==> config.mk <==
export PLATFORM = sky130hd
export DESIGN_NAME = pcm_gain_tpdf_dither
export DESIGN_NICKNAME = d
export VERILOG_FILES = /design/src/pgtd_pkg.sv /design/src/pgtd_dither.sv /design/src/pgtd_scale.sv /design/src/pcm_gain_tpdf_dither.sv
export SDC_FILE = /design/constraint.sdc
export NUM_CORES = 1
export LEC_CHECK = 0
export BUFFER_PORTS_ARGS = -buffer_cell sky130_fd_sc_hd__buf_2
export CAP_MARGIN = 20
export CORE_ASPECT_RATIO = 0.5
export CORE_MARGIN = 4
export CORE_UTILIZATION = 45
export DETAILED_ROUTE_END_ITERATION = 12
export PLACE_DENSITY = 0.68
export SLEW_MARGIN = 10
export SYNTH_ARGS = -nofsm -noshare
export SYNTH_HDL_FRONTEND = slang
export SYNTH_SLANG_ARGS = --single-unit
export TNS_END_PERCENT = 1
==> constraint.sdc <==
create_clock -name clk -period 10.9 [get_ports clk]
set_input_delay 0 -clock clk [delete_from_list [all_inputs] [get_ports clk]]
set_output_delay 0 -clock clk [all_outputs]
set_load 0.01 [all_outputs]
==> src/pgtd_pkg.sv <==
// Shared types, constants and a helper function for the PCM gain and dither block.
// No dependencies; imported by every module under src.

package pgtd_pkg;

    localparam int SAMPLE_W = 24;
    localparam int GAIN_W   = 17;
    localparam int FRAC_W   = 16;
    localparam int DITHER_W = 17;
    localparam int ACC_W    = SAMPLE_W + GAIN_W + 1;
    localparam int QUOT_W   = ACC_W - FRAC_W;

    localparam logic [GAIN_W-1:0] GAIN_UNITY   = 17'h10000;
    localparam logic [31:0]       DITHER_SEED  = 32'd42;

    localparam logic signed [QUOT_W-1:0] SAT16_HI = 26'sd32767;
    localparam logic signed [QUOT_W-1:0] SAT16_LO = -26'sd32768;
    localparam logic signed [QUOT_W-1:0] SAT24_HI = 26'sd8388607;
    localparam logic signed [QUOT_W-1:0] SAT24_LO = -26'sd8388608;

    typedef enum logic [0:0] {
        CFG_GAIN   = 1'b0,
        CFG_FORMAT = 1'b1
    } cfg_index_t;

    typedef enum logic [1:0] {
        MODE_PASS   = 2'd0,
        MODE_MUTE   = 2'd1,
        MODE_DITHER = 2'd2
    } mode_t;

    typedef struct packed {
        mode_t                        mode;
        logic signed [SAMPLE_W-1:0]   sample;
        logic signed [DITHER_W-1:0]   dither;
        logic                         last;
    } item_t;

    function automatic logic [31:0] xorshift32(input logic [31:0] x);
        logic [31:0] a;
        logic [31:0] b;
        a = x ^ (x << 13);
        b = a ^ (a >> 17);
        return b ^ (b << 5);
    endfunction

endpackage

==> src/pgtd_dither.sv <==
// Triangular dither source: xorshift32 generator stepped twice per dithered word.
// Depends on pgtd_pkg.

module pgtd_dither
    import pgtd_pkg::*;
(
    input  logic                       clk,
    input  logic                       rst_n,
    input  logic                       advance,
    output logic signed [DITHER_W-1:0] dither
);

    logic [31:0] state_reg;
    logic [31:0] state_next;
    logic [31:0] draw1;
    logic [31:0] draw2;

    always_comb
    begin
        draw1 = xorshift32(state_reg);
        draw2 = xorshift32(draw1);
        dither = $signed({1'b0, draw1[31:16]}) - $signed({1'b0, draw2[31:16]});
        state_next = advance ? draw2 : state_reg;
    end

    always_ff @(posedge clk or negedge rst_n)
    begin
        if (!rst_n)
        begin
            state_reg <= DITHER_SEED;
        end
        else
        begin
            state_reg <= state_next;
        end
    end

endmodule

==> src/pgtd_scale.sv <==
// Gain multiply, dither add, truncation toward zero and format saturation; pass and mute modes bypass them.
// Depends on pgtd_pkg.

module pgtd_scale
    import pgtd_pkg::*;
(
    input  item_t                      item,
    input  logic [FRAC_W-1:0]          gain,
    input  logic                       wide,
    output logic signed [SAMPLE_W-1:0] result
);

    logic signed [SAMPLE_W+GAIN_W-1:0] product;
    logic signed [ACC_W-1:0]           acc;
    logic signed [ACC_W-1:0]           biased;
    logic signed [QUOT_W-1:0]          quot;
    logic signed [QUOT_W-1:0]          hi;
    logic signed [QUOT_W-1:0]          lo;
    logic signed [QUOT_W-1:0]          clamped;

    always_comb
    begin
        product = (SAMPLE_W+GAIN_W)'(item.sample) * $signed({1'b0, gain});
        acc     = ACC_W'(product) + ACC_W'($signed({item.dither, 1'b0}));
        biased  = acc + (acc[ACC_W-1] ? ACC_W'((1 << FRAC_W) - 1) : ACC_W'(0));
        quot    = biased[ACC_W-1:FRAC_W];
        hi      = wide ? SAT24_HI : SAT16_HI;
        lo      = wide ? SAT24_LO : SAT16_LO;
        if (quot > hi)
        begin
            clamped = hi;
        end
        else if (quot < lo)
        begin
            clamped = lo;
        end
        else
        begin
            clamped = quot;
        end

        unique case (item.mode)
            MODE_PASS:   result = item.sample;
            MODE_MUTE:   result = '0;
            MODE_DITHER: result = clamped[SAMPLE_W-1:0];
            default:     result = '0;
        endcase
    end

endmodule

==> src/pcm_gain_tpdf_dither.sv <==
// Top level of the PCM gain stage with triangular dither.
// Depends on pgtd_pkg, pgtd_dither and pgtd_scale.
//
// Usage:
//   Input words (sample_in, last_in_buffer) are taken on in_valid with in_stall low.
//   Result words (sample_out, last_out) leave on out_valid, held while out_stall is high.
//   Configuration goes through cfg_valid/cfg_ready with cfg_index and cfg_data:
//   index 0 is the Q1.16 gain (17 bits), index 1 the sample format (0 = 16-bit,
//   1 = 24-bit). cfg_ready is always high; write only while no words are in flight.
//   A taken word passes the input register and then the result register before out_valid
//   rises; one word is accepted per cycle while in_stall is low, set by the single input
//   register and the single result register.
//   A stall at the output holds the result register and, once the input register
//   is also full, raises in_stall in the same cycle.
//   Reset empties both registers, sets unity gain, 16-bit format, and reseeds the
//   dither generator to 42. The generator steps only on words with 0 < gain < unity.

module pcm_gain_tpdf_dither
    import pgtd_pkg::*;
(
    input  logic                       clk,
    input  logic                       rst_n,
    input  logic                       in_valid,
    output logic                       in_stall,
    input  logic signed [SAMPLE_W-1:0] sample_in,
    input  logic                       last_in_buffer,
    output logic                       out_valid,
    input  logic                       out_stall,
    output logic signed [SAMPLE_W-1:0] sample_out,
    output logic                       last_out,
    input  logic                       cfg_valid,
    output logic                       cfg_ready,
    input  logic [0:0]                 cfg_index,
    input  logic [GAIN_W-1:0]          cfg_data
);

    logic [GAIN_W-1:0]          gain_reg;
    logic                       wide_reg;
    logic                       stage_valid_reg;
    item_t                      stage_reg;
    logic                       out_valid_reg;
    logic signed [SAMPLE_W-1:0] sample_out_reg;
    logic                       last_out_reg;

    logic                       advance;
    logic                       accept;
    logic                       dither_step;
    logic signed [DITHER_W-1:0] dither;
    logic signed [SAMPLE_W-1:0] result;
    item_t                      stage_next;

    assign cfg_ready = 1'b1;
    assign advance   = !out_valid_reg || !out_stall;
    assign in_stall  = stage_valid_reg && !advance;
    assign accept    = in_valid && !in_stall;

    always_comb
    begin
        stage_next.sample = wide_reg ? sample_in
                                     : {{(SAMPLE_W-16){sample_in[15]}}, sample_in[15:0]};
        stage_next.dither = dither;
        stage_next.last   = last_in_buffer;
        priority if (gain_reg[GAIN_W-1])
        begin
            stage_next.mode = MODE_PASS;
        end
        else if (gain_reg == '0)
        begin
            stage_next.mode = MODE_MUTE;
        end
        else
        begin
            stage_next.mode = MODE_DITHER;
        end
        dither_step = accept && (stage_next.mode == MODE_DITHER);
    end

    pgtd_dither u_dither
    (
        .clk     (clk),
        .rst_n   (rst_n),
        .advance (dither_step),
        .dither  (dither)
    );

    pgtd_scale u_scale
    (
        .item   (stage_reg),
        .gain   (gain_reg[FRAC_W-1:0]),
        .wide   (wide_reg),
        .result (result)
    );

    always_ff @(posedge clk or negedge rst_n)
    begin
        if (!rst_n)
        begin
            gain_reg        <= GAIN_UNITY;
            wide_reg        <= 1'b0;
            stage_valid_reg <= 1'b0;
            out_valid_reg   <= 1'b0;
        end
        else
        begin
            if (cfg_valid && cfg_ready)
            begin
                unique case (cfg_index_t'(cfg_index))
                    CFG_GAIN:   gain_reg <= cfg_data;
                    CFG_FORMAT: wide_reg <= cfg_data[0];
                    default:    gain_reg <= gain_reg;
                endcase
            end
            if (accept)
            begin
                stage_valid_reg <= 1'b1;
            end
            else if (advance)
            begin
                stage_valid_reg <= 1'b0;
            end
            if (advance)
            begin
                out_valid_reg <= stage_valid_reg;
            end
        end
    end

    always_ff @(posedge clk)
    begin
        if (accept)
        begin
            stage_reg <= stage_next;
        end
        if (advance && stage_valid_reg)
        begin
            sample_out_reg <= result;
            last_out_reg   <= stage_reg.last;
        end
    end

    assign out_valid  = out_valid_reg;
    assign sample_out = sample_out_reg;
    assign last_out   = last_out_reg;

endmodule
==> summary.md <==
| Metric | Value |
|---|---|
| CP Class | flip-flop to flip-flop |
| I/O pins | 76 |
| Ranking of synthesized cells by area | fa_1, edfxtp_1, inv_1 |
| Placer Congestion | 0.948 |
| Final WL | 65,000 um |
| DRC viols | 0 |
| CTS Buffer Depth | 2 |
| Setup WS post-layout | -38.8 ps |
| Final period utilization | 100% |
| Post-DR wirelength/cell | between 15 and 20 um |
| CTS tree | built |
| Asr flop ratio synth | 43.0% |
| Ys flop type | edfxtp_1 |
| Max FO, Critical Path | 12 |
| Clk_lat worst skew | 450 ps |
| CP max stage cell | fa_1 |
| Max-slew headroom | 26.6% |
| Vias in the first global route | 19,600 |
| Largest net degree at the start of global routing | 53 |
| FP Rows | 58 |
| Area leader, netlist | fa_1 |
| Final hold vios | 0 |
| Max FFs per register | 44 |
| First-pass GRT wire length | 105,000 um |
| Sinks on the clock net | 121 |
| DRT iter0 DRCs | 1,469 |
| TNS Setup | -398 ps |
| Nets | 3,403 |
| Fill count | 4,408 |
| Top Layer Used | met4 |
| Area delta synth->final | 18.6% |
| Final HPWL DP | 53,100 um |
| Count leader, synth | inv_1 |
| Post-synthesis sequential area ratio | 14.4% |
| Tightest Pin Transition | 1100 ps |
| Worst Setup Start Kind | flip-flop |
| H-tree depth | 4 |
| Layout Skew | 16.2 ps |
| Die W | roughly 330 um |
| Yosys reg bits | about 120 |
| ANT nets after route | 0 |
| CP peak stage delay | 550 ps |
| Cells after Synth | around 2,500 |
| Synth Net Count | 3,107 |
| Die Y-Extent | 169 um |
| Top cell type's share of synthesized area | 34.6% |
| Share of layout cells above drive strength 1 | 16.6% |
| Starting Density | 46.1% |
| Clock-pin slew on the worst setup and hold paths | around 60 ps |
| ANT cells | 0 |
| Fmax | 0.0914 GHz |
| Hold WC Path Type | input pin to flip-flop |
| Post-Syn Area | 23,400 um2 |
| Total Routing Usage GR | 24.0% |
| Warnings, synthesis | 0 |
| Crit path required time | 11,090 ps |
| Via count | between 15,000 and 20,000 |
| # port buffers | 74 |
| MaxCap Viol Count | 0 |
| Metal2 WL | 29,300 um |
| Crit path DAT | about 11,000 ps |
| TritonCTS buffer count | 17 |
| Avg Inst Size Synth | 9.32 um2 |
| Final min period | 10,940 ps |
| List of most frequent post-synthesis cells | inv_1, fa_1, nand2_1 |
| Metal1 wirelength | 28,900 um |
| Vias/cell | 5.26 |
| RSZ-0062 raised after global routing | yes |
| Violated checks | setup timing |
| Post-synth EDFFs | 69 |
| Detail Route met3 WL | approximately 5200 um |
| Crit path capture type | flip-flop |
| Setup violations, final | 16 |
| Worst slack at placement | -309 ps |
| Initial antenna violation count | 0 |
| Die Area | 56,000 um2 |
| Worst hold margin | 47.3 ps |
| Cell mode on critical path | fa_1 |
| Root Buffer | clkbuf_16 |
| Drt first pass iters | 5 |
| Core region area | 50,900 um2 |
| Status | complete, but fails checks |
| Count of cell types in the netlist | 100 |
| GR Overflow Total | 0 |
| Max Slew Vio Count | 0 |
[per-stage QoR]
step                utilization [%]  cell area [um2]  cells
floorplan                         -            23400   2515
global placement               51.7            26300   3408
detailed placement             51.7            26300   3408
CTS                            54.4            27700   3506
global route                   54.6            27800   3514
finish                         54.6            27800   3514
[per-layer routing]
layer	global-route usage, %	up-vias
li1	-	8423
met1	33.9	9308
met2	37.9	666
met3	5.22	103
met4	6.23	0
met5	0	-
[repair_timing]
item | in CTS | in global routing
gates resized for setup | 28 | 8
hold buffers | 46 | 0
pin swaps | 20 | 20
gates cloned | 1 | 0
setup endpoints to repair | 23 | 23
setup buffers | 19 | 8
endpoints found under the hold margin | 92 | 0
[path summary, 6_finish.rpt]
check | slack, ps | end | from | depth (start not counted)
worst max register to register | -40 | sample_out[16] | gain_reg[2] | 46
min in group asynchronous | 290 | u_dither.state_reg[7] | rst_n | 3
max in group asynchronous | 10010 | gain_reg[3] | rst_n | 3
worst min register to register | 440 | last_out | stage_reg[0] | 0
worst max-delay path | -40 | sample_out[16] | gain_reg[2] | 46
worst min-delay path | 50 | stage_reg[41] | sample_in[23] | 3
[cell usage in the layout, fill, tap and decap left out, types with 6 or more instances in the layout]
cell	Yosys	final
ha_1	139	138
and3_1	10	10
o21bai_1	11	11
a221o_1	9	9
nor3_1	22	21
a311oi_1	19	19
o21a_1	11	11
xnor2_1	124	124
inv_1	497	497
a21o_1	15	15
nand4_1	14	14
a31oi_1	7	6
xor2_1	70	70
a21oi_1	58	54
clkbuf_16	0	19
nand2b_1	21	20
dfrtp_1	48	43
buf_4	3	238
nand3_1	28	28
fa_1	405	400
edfxtp_1	69	69
nor2_1	94	94
dlygate4sd3_1	0	46
o211ai_1	9	9
a211oi_1	8	8
nor4_1	11	9
nor2b_1	12	11
mux2_2	21	21
o21ai_0	48	47
buf_2	9	74
mux2i_1	9	9
nand2_1	287	286
buf_12	0	26
o21ai_1	8	7
and2_1	198	196
[area by class of cell]
cell class              instances  area (um2)  share of cell area (%)
inverters                     498        1870                    6.73
flip-flops and latches        121        3380                    12.2
repair buffers                388        3180                    11.5
clock buffers                  24         514                    1.85
well taps                     690         863                    3.11
multi-input cells            1785       17900                    64.4
clock inverters                 8        80.1                   0.288
[cells by family after synthesis]
| family | count (synthesis) | synth area share, % |
|---|---|---|
| adders and majority gates | 544 | 42.0 |
| DFF | 121 | 14.4 |
| and+or+nand+nor | 736 | 15.7 |
| muxes | 30 | 1.39 |
| buffers and inverters | 610 | 9.90 |
| other | 1 | 0.0160 |
| AOI/OAI and AO/OA | 273 | 8.72 |
| xor gates and xnor gates | 200 | 7.82 |
[worst max-delay path: cells and delay by family (launching register included)]
family,cells,cell delay (ps)
fa+ha+maj,9,3980
compound gates,13,2330
mux,1,160
simple gates,14,2870
xor+xnor,1,170
flops,1,420
buf+inv,8,740
Power is left out: the tool's default activity adds up to more than one toggle a clock period on the data nets, which glitch-free logic cannot reach.
